### config.mk
export PLATFORM = sky130hd
export DESIGN_NAME = anneal_move_acceptance_unit_flat
export DESIGN_NICKNAME = d
export VERILOG_FILES = /design/src/amau_pkg.sv /design/src/amau_in_if.sv /design/src/amau_out_if.sv /design/src/amau_cfg_regs.sv /design/src/amau_divider.sv /design/src/amau_core.sv /design/src/anneal_move_acceptance_unit.sv /design/src/flat_wrapper.sv
export SDC_FILE = /design/constraint.sdc
export NUM_CORES = 2
export LEC_CHECK = 0
export ABC_AREA = 1
export BUFFER_PORTS_ARGS = -buffer_cell sky130_fd_sc_hd__buf_2
export CAP_MARGIN = 10
export CORE_MARGIN = 2
export CORE_UTILIZATION = 40
export CTS_BUF_LIST = sky130_fd_sc_hd__clkbuf_8
export DETAILED_ROUTE_END_ITERATION = 10
export GPL_TIMING_DRIVEN = 0
export HOLD_SLACK_MARGIN = 0.12
export PLACE_DENSITY = 0.54
export SYNTH_ARGS = -nofsm -noshare
export SYNTH_HDL_FRONTEND = slang
export SYNTH_HIERARCHICAL = 1
export SYNTH_SLANG_ARGS = --single-unit
### constraint.sdc
create_clock -name clk -period 10.8 [get_ports clk]
set_input_delay 1.62 -clock clk [delete_from_list [all_inputs] [get_ports clk]]
set_output_delay 1.62 -clock clk [all_outputs]
set_load 0.02 [all_outputs]
### src/amau_pkg.sv
// ============================================================================
// amau_pkg
// Shared types and constants for the anneal move acceptance unit.
// ============================================================================
package amau_pkg;

    localparam int EXP_FRAC     = 24;
    localparam int TAYLOR_TERMS = 12;
    localparam logic [31:0] LN2_Q32 = 32'hB172_17F8;

    localparam logic [2:0] REG_HILL_CLIMB  = 3'd0;
    localparam logic [2:0] REG_LENGTH_PRIO = 3'd1;
    localparam logic [2:0] REG_CALIBRATE   = 3'd2;
    localparam logic [2:0] REG_NODE_COUNT  = 3'd3;
    localparam logic [2:0] REG_SYM_DIV     = 3'd4;

    localparam int ADDR_W = 5;

    typedef struct packed {
        logic        hill_climb;
        logic        length_priority;
        logic        calibrate;
        logic [15:0] node_count;
        logic [15:0] symmetry_divisor;
    } cfg_t;

    typedef struct packed {
        logic        start;
        logic        half;      // 32 iterations instead of 64
        logic [63:0] dividend;
        logic [31:0] divisor;
    } div_cmd_t;

    typedef struct packed {
        logic        busy;
        logic        done;
        logic [63:0] quotient;
    } div_stat_t;

endpackage

### src/amau_in_if.sv
// ============================================================================
// amau_in_if
// Move item channel: valid/ready handshake with the move fields.
// ============================================================================
interface amau_in_if;
    logic        valid;
    logic        ready;
    logic [15:0] cur_diameter;
    logic [15:0] new_diameter;
    logic [31:0] current_length;
    logic [31:0] new_length;
    logic [31:0] temperature;
    logic [31:0] random_word;

    modport source (
        output valid, cur_diameter, new_diameter, current_length, new_length,
               temperature, random_word,
        input  ready
    );
    modport sink (
        input  valid, cur_diameter, new_diameter, current_length, new_length,
               temperature, random_word,
        output ready
    );
endinterface

### src/amau_out_if.sv
// ============================================================================
// amau_out_if
// Result item channel: valid/ready handshake with the decision fields.
// ============================================================================
interface amau_out_if;
    logic        valid;
    logic        ready;
    logic        accepted;
    logic [47:0] max_energy;

    modport source (output valid, accepted, max_energy, input ready);
    modport sink (input valid, accepted, max_energy, output ready);
endinterface

### src/amau_cfg_regs.sv
// ============================================================================
// amau_cfg_regs
// APB register file holding the mode and scaling registers.
// ============================================================================
module amau_cfg_regs (
    input  logic                  clk,
    input  logic                  rst_n,
    input  logic                  psel,
    input  logic                  penable,
    input  logic                  pwrite,
    input  logic [amau_pkg::ADDR_W-1:0] paddr,
    input  logic [31:0]           pwdata,
    output logic [31:0]           prdata,
    output logic                  pready,
    output amau_pkg::cfg_t        cfg
);
    import amau_pkg::*;

    cfg_t       cfg_reg;
    logic [2:0] idx;
    logic       wr;

    assign idx    = paddr[4:2];
    assign wr     = psel && penable && pwrite;
    assign pready = 1'b1;
    assign cfg    = cfg_reg;

    always_ff @(posedge clk or negedge rst_n)
    begin
        if (!rst_n)
        begin
            cfg_reg.hill_climb       <= 1'b0;
            cfg_reg.length_priority  <= 1'b0;
            cfg_reg.calibrate        <= 1'b0;
            cfg_reg.node_count       <= 16'd2;
            cfg_reg.symmetry_divisor <= 16'd1;
        end
        else if (wr)
        begin
            case (idx)
                REG_HILL_CLIMB:  cfg_reg.hill_climb       <= pwdata[0];
                REG_LENGTH_PRIO: cfg_reg.length_priority  <= pwdata[0];
                REG_CALIBRATE:   cfg_reg.calibrate        <= pwdata[0];
                REG_NODE_COUNT:  cfg_reg.node_count       <= pwdata[15:0];
                REG_SYM_DIV:     cfg_reg.symmetry_divisor <= pwdata[15:0];
                default: ;
            endcase
        end
    end

    always_comb
    begin
        case (idx)
            REG_HILL_CLIMB:  prdata = {31'd0, cfg_reg.hill_climb};
            REG_LENGTH_PRIO: prdata = {31'd0, cfg_reg.length_priority};
            REG_CALIBRATE:   prdata = {31'd0, cfg_reg.calibrate};
            REG_NODE_COUNT:  prdata = {16'd0, cfg_reg.node_count};
            REG_SYM_DIV:     prdata = {16'd0, cfg_reg.symmetry_divisor};
            default:         prdata = 32'd0;
        endcase
    end
endmodule

### src/amau_divider.sv
// ============================================================================
// amau_divider
// Restoring radix-2 divider, 64-bit dividend by 32-bit divisor, one bit/cycle.
// ============================================================================
module amau_divider (
    input  logic                clk,
    input  logic                rst_n,
    input  amau_pkg::div_cmd_t  cmd,
    output amau_pkg::div_stat_t stat
);
    import amau_pkg::*;

    logic        busy_reg, busy_next;
    logic        done_reg, done_next;
    logic [6:0]  cnt_reg, cnt_next;
    logic [63:0] dvd_reg, dvd_next;
    logic [31:0] dvs_reg, dvs_next;
    logic [31:0] rem_reg, rem_next;
    logic [63:0] quo_reg, quo_next;
    logic [32:0] rem_sh;
    logic        fits;

    assign rem_sh = {rem_reg, dvd_reg[63]};
    assign fits   = rem_sh >= {1'b0, dvs_reg};

    always_comb
    begin
        busy_next = busy_reg;
        done_next = 1'b0;
        cnt_next  = cnt_reg;
        dvd_next  = dvd_reg;
        dvs_next  = dvs_reg;
        rem_next  = rem_reg;
        quo_next  = quo_reg;
        if (cmd.start)
        begin
            busy_next = 1'b1;
            cnt_next  = cmd.half ? 7'd32 : 7'd64;
            dvd_next  = cmd.dividend;
            dvs_next  = cmd.divisor;
            rem_next  = 32'd0;
            quo_next  = 64'd0;
        end
        else if (busy_reg)
        begin
            rem_next = fits ? 32'(rem_sh - {1'b0, dvs_reg}) : rem_sh[31:0];
            quo_next = {quo_reg[62:0], fits};
            dvd_next = {dvd_reg[62:0], 1'b0};
            cnt_next = cnt_reg - 7'd1;
            if (cnt_reg == 7'd1)
            begin
                busy_next = 1'b0;
                done_next = 1'b1;
            end
        end
    end

    always_ff @(posedge clk or negedge rst_n)
    begin
        if (!rst_n)
        begin
            busy_reg <= 1'b0;
            done_reg <= 1'b0;
            cnt_reg  <= 7'd0;
        end
        else
        begin
            busy_reg <= busy_next;
            done_reg <= done_next;
            cnt_reg  <= cnt_next;
        end
    end

    always_ff @(posedge clk)
    begin
        dvd_reg <= dvd_next;
        dvs_reg <= dvs_next;
        rem_reg <= rem_next;
        quo_reg <= quo_next;
    end

    assign stat.busy     = busy_reg;
    assign stat.done     = done_reg;
    assign stat.quotient = quo_reg;
endmodule

### src/amau_core.sv
// ============================================================================
// amau_core
// Sequencer for the acceptance rule: shared multiplier, divider control,
// ln2 range reduction, Taylor series for exp and the final random compare.
// ============================================================================
module amau_core #(
    parameter int RANDOM_BITS = 32
) (
    input  logic                clk,
    input  logic                rst_n,
    input  amau_pkg::cfg_t      cfg,
    amau_in_if.sink             move,
    amau_out_if.source          result,
    output amau_pkg::div_cmd_t  div_cmd,
    input  amau_pkg::div_stat_t div_stat
);
    import amau_pkg::*;

    localparam logic [3:0] S_IDLE = 4'd0;
    localparam logic [3:0] S_K    = 4'd1;
    localparam logic [3:0] S_E    = 4'd2;
    localparam logic [3:0] S_EW   = 4'd3;
    localparam logic [3:0] S_DIVS = 4'd4;
    localparam logic [3:0] S_CUT  = 4'd5;
    localparam logic [3:0] S_DIVT = 4'd6;
    localparam logic [3:0] S_LN2  = 4'd7;
    localparam logic [3:0] S_MUL  = 4'd8;
    localparam logic [3:0] S_MULW = 4'd9;
    localparam logic [3:0] S_DIVI = 4'd10;
    localparam logic [3:0] S_FIN  = 4'd11;
    localparam logic [3:0] S_OUT  = 4'd12;

    localparam int CMP_W = RANDOM_BITS + 26;

    logic [3:0]  state_reg, state_next;
    logic        acc_reg, acc_next;
    logic        calib_reg, calib_next;
    logic [47:0] max_reg, max_next;
    logic        out_valid_reg, out_valid_next;
    logic        out_acc_reg, out_acc_next;
    logic [47:0] out_max_reg, out_max_next;

    logic [31:0] d_reg, d_next;
    logic [31:0] t_reg, t_next;
    logic [RANDOM_BITS-1:0] r_reg, r_next;
    logic [63:0] e_reg, e_next;
    logic [36:0] x_reg, x_next;
    logic [4:0]  q_reg, q_next;
    logic [31:0] f_reg, f_next;
    logic [32:0] term_reg, term_next;
    logic [32:0] sum_reg, sum_next;
    logic [3:0]  i_reg, i_next;

    logic [32:0] mul_a;
    logic [31:0] mul_b;
    logic [64:0] prod_reg;

    logic        accept;
    logic        le_len;
    logic [47:0] e_sat;
    logic [36:0] t17;
    logic [32:0] p_full;
    logic [CMP_W-1:0] lhs, rhs;
    logic [15:0] sdiv;

    assign accept      = move.valid && move.ready;
    assign move.ready  = (state_reg == S_IDLE);
    assign le_len      = move.new_length <= move.current_length;
    assign e_sat       = (|prod_reg[63:48]) ? 48'hFFFF_FFFF_FFFF : prod_reg[47:0];
    assign t17         = {t_reg, 4'd0} + {5'd0, t_reg};
    assign p_full      = sum_reg >> (6'(q_reg) + 6'd8);
    assign lhs         = CMP_W'(p_full[24:0]) << RANDOM_BITS;
    assign rhs         = (CMP_W'(r_reg) + CMP_W'(1)) << EXP_FRAC;
    assign sdiv        = (cfg.symmetry_divisor == 16'd0) ? 16'd1 : cfg.symmetry_divisor;

    always_comb
    begin
        mul_a = {1'b0, d_reg};
        mul_b = 32'd0;
        case (state_reg)
            S_K:     begin mul_a = {17'd0, cfg.node_count};
                           mul_b = {16'd0, 16'(cfg.node_count - 16'd1)}; end
            S_E:     begin mul_a = {1'b0, d_reg}; mul_b = prod_reg[31:0]; end
            S_MUL:   begin mul_a = term_reg; mul_b = f_reg; end
            default: ;
        endcase
    end

    always_ff @(posedge clk)
    begin
        prod_reg <= mul_a * {33'd0, mul_b};
    end

    always_comb
    begin
        state_next     = state_reg;
        acc_next       = acc_reg;
        calib_next     = calib_reg;
        max_next       = max_reg;
        out_valid_next = out_valid_reg;
        out_acc_next   = out_acc_reg;
        out_max_next   = out_max_reg;
        d_next         = d_reg;
        t_next         = t_reg;
        r_next         = r_reg;
        e_next         = e_reg;
        x_next         = x_reg;
        q_next         = q_reg;
        f_next         = f_reg;
        term_next      = term_reg;
        sum_next       = sum_reg;
        i_next         = i_reg;
        div_cmd        = '0;

        if (out_valid_reg && result.ready)
            out_valid_next = 1'b0;

        case (state_reg)
            S_IDLE:
            begin
                if (accept)
                begin
                    d_next     = move.new_length - move.current_length;
                    t_next     = move.temperature;
                    r_next     = move.random_word[RANDOM_BITS-1:0];
                    calib_next = cfg.calibrate;
                    state_next = S_OUT;
                    if (cfg.calibrate)
                    begin
                        if (move.new_diameter < move.cur_diameter)
                            acc_next = 1'b1;
                        else if (move.new_diameter > move.cur_diameter)
                            acc_next = 1'b0;
                        else if (le_len)
                            acc_next = 1'b1;
                        else
                            state_next = S_K;
                    end
                    else if (cfg.hill_climb)
                        acc_next = le_len;
                    else if (!cfg.length_priority &&
                             move.new_diameter < move.cur_diameter)
                        acc_next = 1'b1;
                    else if (!cfg.length_priority &&
                             move.new_diameter > move.cur_diameter)
                        acc_next = 1'b0;
                    else if (le_len)
                        acc_next = 1'b1;
                    else
                        state_next = S_K;
                end
            end
            S_K:
                state_next = S_E;
            S_E:
                state_next = S_EW;
            S_EW:
            begin
                e_next = prod_reg[63:0];
                if (calib_reg)
                begin
                    if (e_sat > max_reg)
                        max_next = e_sat;
                    state_next = S_CUT;
                end
                else
                begin
                    div_cmd.start    = 1'b1;
                    div_cmd.dividend = prod_reg[63:0];
                    div_cmd.divisor  = {16'd0, sdiv};
                    state_next       = S_DIVS;
                end
            end
            S_DIVS:
            begin
                if (div_stat.done)
                begin
                    e_next     = div_stat.quotient;
                    state_next = S_CUT;
                end
            end
            S_CUT:
            begin
                if (e_reg >= {27'd0, t17})
                begin
                    acc_next   = 1'b0;
                    state_next = S_OUT;
                end
                else
                begin
                    div_cmd.start    = 1'b1;
                    div_cmd.dividend = e_reg << EXP_FRAC;
                    div_cmd.divisor  = t_reg;
                    state_next       = S_DIVT;
                end
            end
            S_DIVT:
            begin
                if (div_stat.done)
                begin
                    x_next     = {div_stat.quotient[28:0], 8'd0};
                    q_next     = 5'd0;
                    state_next = S_LN2;
                end
            end
            S_LN2:
            begin
                if (x_reg >= {5'd0, LN2_Q32})
                begin
                    x_next = x_reg - {5'd0, LN2_Q32};
                    q_next = q_reg + 5'd1;
                end
                else
                begin
                    f_next     = x_reg[31:0];
                    term_next  = {1'b1, 32'd0};
                    sum_next   = {1'b1, 32'd0};
                    i_next     = 4'd1;
                    state_next = S_MUL;
                end
            end
            S_MUL:
                state_next = S_MULW;
            S_MULW:
            begin
                div_cmd.start    = 1'b1;
                div_cmd.half     = 1'b1;
                div_cmd.dividend = {prod_reg[63:32], 32'd0};
                div_cmd.divisor  = {28'd0, i_reg};
                state_next       = S_DIVI;
            end
            S_DIVI:
            begin
                if (div_stat.done)
                begin
                    term_next = {1'b0, div_stat.quotient[31:0]};
                    if (i_reg[0])
                        sum_next = sum_reg - {1'b0, div_stat.quotient[31:0]};
                    else
                        sum_next = sum_reg + {1'b0, div_stat.quotient[31:0]};
                    if (i_reg == 4'(TAYLOR_TERMS))
                        state_next = S_FIN;
                    else
                    begin
                        i_next     = i_reg + 4'd1;
                        state_next = S_MUL;
                    end
                end
            end
            S_FIN:
            begin
                acc_next   = lhs > rhs;
                state_next = S_OUT;
            end
            S_OUT:
            begin
                if (!out_valid_reg || result.ready)
                begin
                    out_valid_next = 1'b1;
                    out_acc_next   = acc_reg;
                    out_max_next   = max_reg;
                    state_next     = S_IDLE;
                end
            end
            default:
                state_next = S_IDLE;
        endcase
    end

    always_ff @(posedge clk or negedge rst_n)
    begin
        if (!rst_n)
        begin
            state_reg     <= S_IDLE;
            max_reg       <= 48'd0;
            out_valid_reg <= 1'b0;
        end
        else
        begin
            state_reg     <= state_next;
            max_reg       <= max_next;
            out_valid_reg <= out_valid_next;
        end
    end

    always_ff @(posedge clk)
    begin
        acc_reg     <= acc_next;
        calib_reg   <= calib_next;
        out_acc_reg <= out_acc_next;
        out_max_reg <= out_max_next;
        d_reg       <= d_next;
        t_reg       <= t_next;
        r_reg       <= r_next;
        e_reg       <= e_next;
        x_reg       <= x_next;
        q_reg       <= q_next;
        f_reg       <= f_next;
        term_reg    <= term_next;
        sum_reg     <= sum_next;
        i_reg       <= i_next;
    end

    assign result.valid      = out_valid_reg;
    assign result.accepted   = out_acc_reg;
    assign result.max_energy = out_max_reg;
endmodule

### src/anneal_move_acceptance_unit.sv
// Moves decided by diameter, hill-climb or a shorter length go from accept to S_OUT,
// which registers the result once the output is free. Uphill moves use the serial
// divider for energy/divisor (not in calibrate mode) and energy/temperature, unless the
// cutoff rejects them, then ln2 reduction and 12 Taylor terms, each with a divide.
// One item at a time; ready only when idle.
// Reset (rst_n, async active low) clears sequencer, result valid, max energy, registers.
// ============================================================================
// anneal_move_acceptance_unit
// Metropolis acceptance decision for one annealing move per item.
// ============================================================================
module anneal_move_acceptance_unit #(
    parameter int RANDOM_BITS = 32
) (
    input  logic                        clk,
    input  logic                        rst_n,
    input  logic                        psel,
    input  logic                        penable,
    input  logic                        pwrite,
    input  logic [amau_pkg::ADDR_W-1:0] paddr,
    input  logic [31:0]                 pwdata,
    output logic [31:0]                 prdata,
    output logic                        pready,
    amau_in_if.sink                     move,
    amau_out_if.source                  result
);
    import amau_pkg::*;

    cfg_t      cfg;
    div_cmd_t  div_cmd;
    div_stat_t div_stat;

    amau_cfg_regs u_regs (
        .clk     (clk),
        .rst_n   (rst_n),
        .psel    (psel),
        .penable (penable),
        .pwrite  (pwrite),
        .paddr   (paddr),
        .pwdata  (pwdata),
        .prdata  (prdata),
        .pready  (pready),
        .cfg     (cfg)
    );

    amau_divider u_div (
        .clk   (clk),
        .rst_n (rst_n),
        .cmd   (div_cmd),
        .stat  (div_stat)
    );

    amau_core #(
        .RANDOM_BITS (RANDOM_BITS)
    ) u_core (
        .clk      (clk),
        .rst_n    (rst_n),
        .cfg      (cfg),
        .move     (move),
        .result   (result),
        .div_cmd  (div_cmd),
        .div_stat (div_stat)
    );
endmodule

### src/flat_wrapper.sv
// flat-port wrapper written by rule: the top's interface ports become plain ports
module anneal_move_acceptance_unit_flat import amau_pkg::*;
#(
    parameter int RANDOM_BITS = 32
)
  (clk, rst_n, psel, penable, pwrite, paddr, pwdata, prdata, pready, move_valid, move_cur_diameter, move_new_diameter, move_current_length, move_new_length, move_temperature, move_random_word, move_ready, result_valid, result_accepted, result_max_energy, result_ready);
  amau_in_if move_i ();
  amau_out_if result_i ();
  input  logic clk;
  input  logic rst_n;
  input  logic psel;
  input  logic penable;
  input  logic pwrite;
  input  logic [amau_pkg::ADDR_W-1:0] paddr;
  input  logic [31:0] pwdata;
  output logic [31:0] prdata;
  output logic pready;
  input wire logic [$bits(move_i.valid)-1:0] move_valid;
  input wire logic [$bits(move_i.cur_diameter)-1:0] move_cur_diameter;
  input wire logic [$bits(move_i.new_diameter)-1:0] move_new_diameter;
  input wire logic [$bits(move_i.current_length)-1:0] move_current_length;
  input wire logic [$bits(move_i.new_length)-1:0] move_new_length;
  input wire logic [$bits(move_i.temperature)-1:0] move_temperature;
  input wire logic [$bits(move_i.random_word)-1:0] move_random_word;
  output wire logic [$bits(move_i.ready)-1:0] move_ready;
  output wire logic [$bits(result_i.valid)-1:0] result_valid;
  output wire logic [$bits(result_i.accepted)-1:0] result_accepted;
  output wire logic [$bits(result_i.max_energy)-1:0] result_max_energy;
  input wire logic [$bits(result_i.ready)-1:0] result_ready;
  assign move_i.valid = move_valid;
  assign move_i.cur_diameter = move_cur_diameter;
  assign move_i.new_diameter = move_new_diameter;
  assign move_i.current_length = move_current_length;
  assign move_i.new_length = move_new_length;
  assign move_i.temperature = move_temperature;
  assign move_i.random_word = move_random_word;
  assign move_ready = move_i.ready;
  assign result_valid = result_i.valid;
  assign result_accepted = result_i.accepted;
  assign result_max_energy = result_i.max_energy;
  assign result_i.ready = result_ready;
  anneal_move_acceptance_unit #(.RANDOM_BITS(RANDOM_BITS)) u_core (.clk(clk), .rst_n(rst_n), .psel(psel), .penable(penable), .pwrite(pwrite), .paddr(paddr), .pwdata(pwdata), .prdata(prdata), .pready(pready), .move(move_i), .result(result_i));
endmodule
==> out/results.tsv <==
stage	metric	value	unit
die	rows	160	
setup_path	crit_path_end_kind	register	
placed_design	dp_worst_setup_slack	0.925	ns
setup_path	path_class	register to register	
die	die_h	442	um
layout	finalInstanceArea	84100	sq um
setup_path	slowest_stage	a21oi_2	
hold_path	hp-class	register to register	
placed_design	portBuffers	252	
timing	setup_viol	0	
layout	fill_cells	19554	
routing	postRouteAntennaNets	0	
synthesis	synth.avg_cell_area	8.07	sq um
synthesis	syn_inst	9526	
layout	fin_util	0.441	
status	status	finished, final reports clean	
timing	fin_crit	10.15	ns
cts	clk_path_buf_depth	3	
global_routing	grt_pass1_vias	65231	
routing	drc	0	
setup_path	critical-path-top-delay-family	adder cells	
die	start_util	0.403	
placed_design	place_congestion	0.980	
timing	fin_crit_sh	0.940	
layout	fin_nets	11579	
timing	finalClockSkew	0.0578	ns
placed_design	postPlaceCellArea	81600	sq um
die	dieWidth	442	um
cts	cts_tree	built	
power	total_power	5.67	mW
setup_path	cpPeakStageDelay	1.08	ns
cts	worstSkewPairLatency	0.83	ns
placed_design	dp_cells	12322	
setup_path	cp_num_buf_inv	12	
global_routing	track_usage	0.290	
cts	clkTransAtPathRegs	0.07	ns
timing	setup_slack	0.647	ns
cts	holdBufCountCts	0	
job	cap_viol_max_count	0	
layout	final_layout_size_suffix_gt1_frac	0.0814	
routing	dr.pass1.iters	6	
timing	rsz0062_at_grt	no	
cts	post-cts-setup-buffers	0	
layout	syn_to_final_growth	9.34	%
cts	numClockSinks	702	
synthesis	synth-warning-count	6	
timing	slew_headroom	0.0258	
die	ios	288	
placed_design	dp_hpwl	241000	um
global_routing	grt_max_degree	66	
global_routing	antenna_found_initial	20	
cts	numCtsBuffers	111	
synthesis	syn_area	76900	sq um
setup_path	critPathLaunchType	register	
timing	fmax	0.0985	GHz
routing	wire_per_inst	22.9	um
routing	routed_wl	288000	um
setup_path	cp_data_arrival_time	10.83	ns
power	peakVddDrop	0.0000825	V
global_routing	overflow	0	
global_routing	grt_pass1_wl	422000	um
cts	clockRootBuffer	clkbuf_8	
timing	hold_viol_final	0	
power	powerDensity	67.4	nW/um^2
setup_path	crit_required	11.47	ns
routing	num_vias	65443	
timing	fin_tns_setup	0	ns
timing	worstMarginPinSlew	1.46	ns
die	coreArea	191000	sq um
die	dieArea	196000	sq um
layout	stdcell_count	12546	
routing	drtIter0Drc	6595	
cts	cts_resized	0	
power	p_leak	41.3	nW
cts	cts_max_level	3	
timing	slew_violations	0	
routing	vias_per_cell	5.22	
timing	whs	0.474	ns
setup_path	cp_max_fo	10	
## layer usage
layer	part of all wire	vias up	track usage	routed length, um
met1	0.43	32065	0.402	124000
met5	0.00026	-	0	75
li1	-	30140	-	-
met2	0.44	2757	0.450	126000
met3	0.095	469	0.0699	27400
met4	0.033	12	0.0834	9580
## layout make-up
type	count	area (sq um)	area share
plain buffers	328	1680	0.0199
flip-flops and latches	702	19000	0.226
inverters	2047	7690	0.0914
well taps	2511	3140	0.0374
clock buffers	132	1820	0.0216
multi-input cells	6465	48600	0.579
diodes	8	20.0	0.000238
clock inverters	80	539	0.00642
repair buffers	273	1550	0.0185
## placed cells by master, fill, tap and decap left out, types with 10 or more instances in the layout
cell type	count
nor3_1	69
a31oi_1	34
inv_1	2042
o22ai_2	14
o22ai_1	88
buf_6	21
clkbuf_1	136
inv_2	46
edfxtp_1	445
nand3b_1	14
xnor2_1	58
xor2_1	158
o21a_1	21
a21oi_1	343
o22ai_4	15
nand3_2	25
dfxtp_1	160
nand2_2	28
a21o_1	30
dfrtp_1	95
nor4_1	28
conb_1	20
ha_1	518
buf_4	52
o21ai_0	352
clkinv_2	15
clkbuf_8	132
o21bai_1	28
nand3_1	294
nor2_2	13
a21boi_0	10
nand2_1	2367
buf_2	372
fa_1	929
nand4_1	75
o211ai_1	17
a21oi_2	16
nor2_1	796
## path summary, 6_finish.rpt
path	start	endpoint	slack (ns)	cells past startpoint
min in group asynchronous	rst_n	u_core/u_core/max_reg[13]	0.77	1
setup / recovery	u_core/u_core/state_reg[3]	u_core/u_core/prod_reg[62]	0.65	37
hold / removal	u_core/u_core/max_reg[9]	u_core/u_core/result.max_energy[9]	0.47	0
hold reg to reg	u_core/u_core/max_reg[9]	u_core/u_core/result.max_energy[9]	0.47	0
max in group asynchronous	rst_n	u_core/u_regs/cfg[17]	9.32	2
setup reg to reg	u_core/u_core/state_reg[3]	u_core/u_core/prod_reg[62]	0.65	37
## report_power, final
group | switching (mW) | total [mW] | internal (mW)
sequential | 0.0645 | 2.94 | 2.87
clock | 1.16 | 2.42 | 1.26
combinational | 0.191 | 0.306 | 0.115
Note: power is estimated with default switching activity, not from simulation.
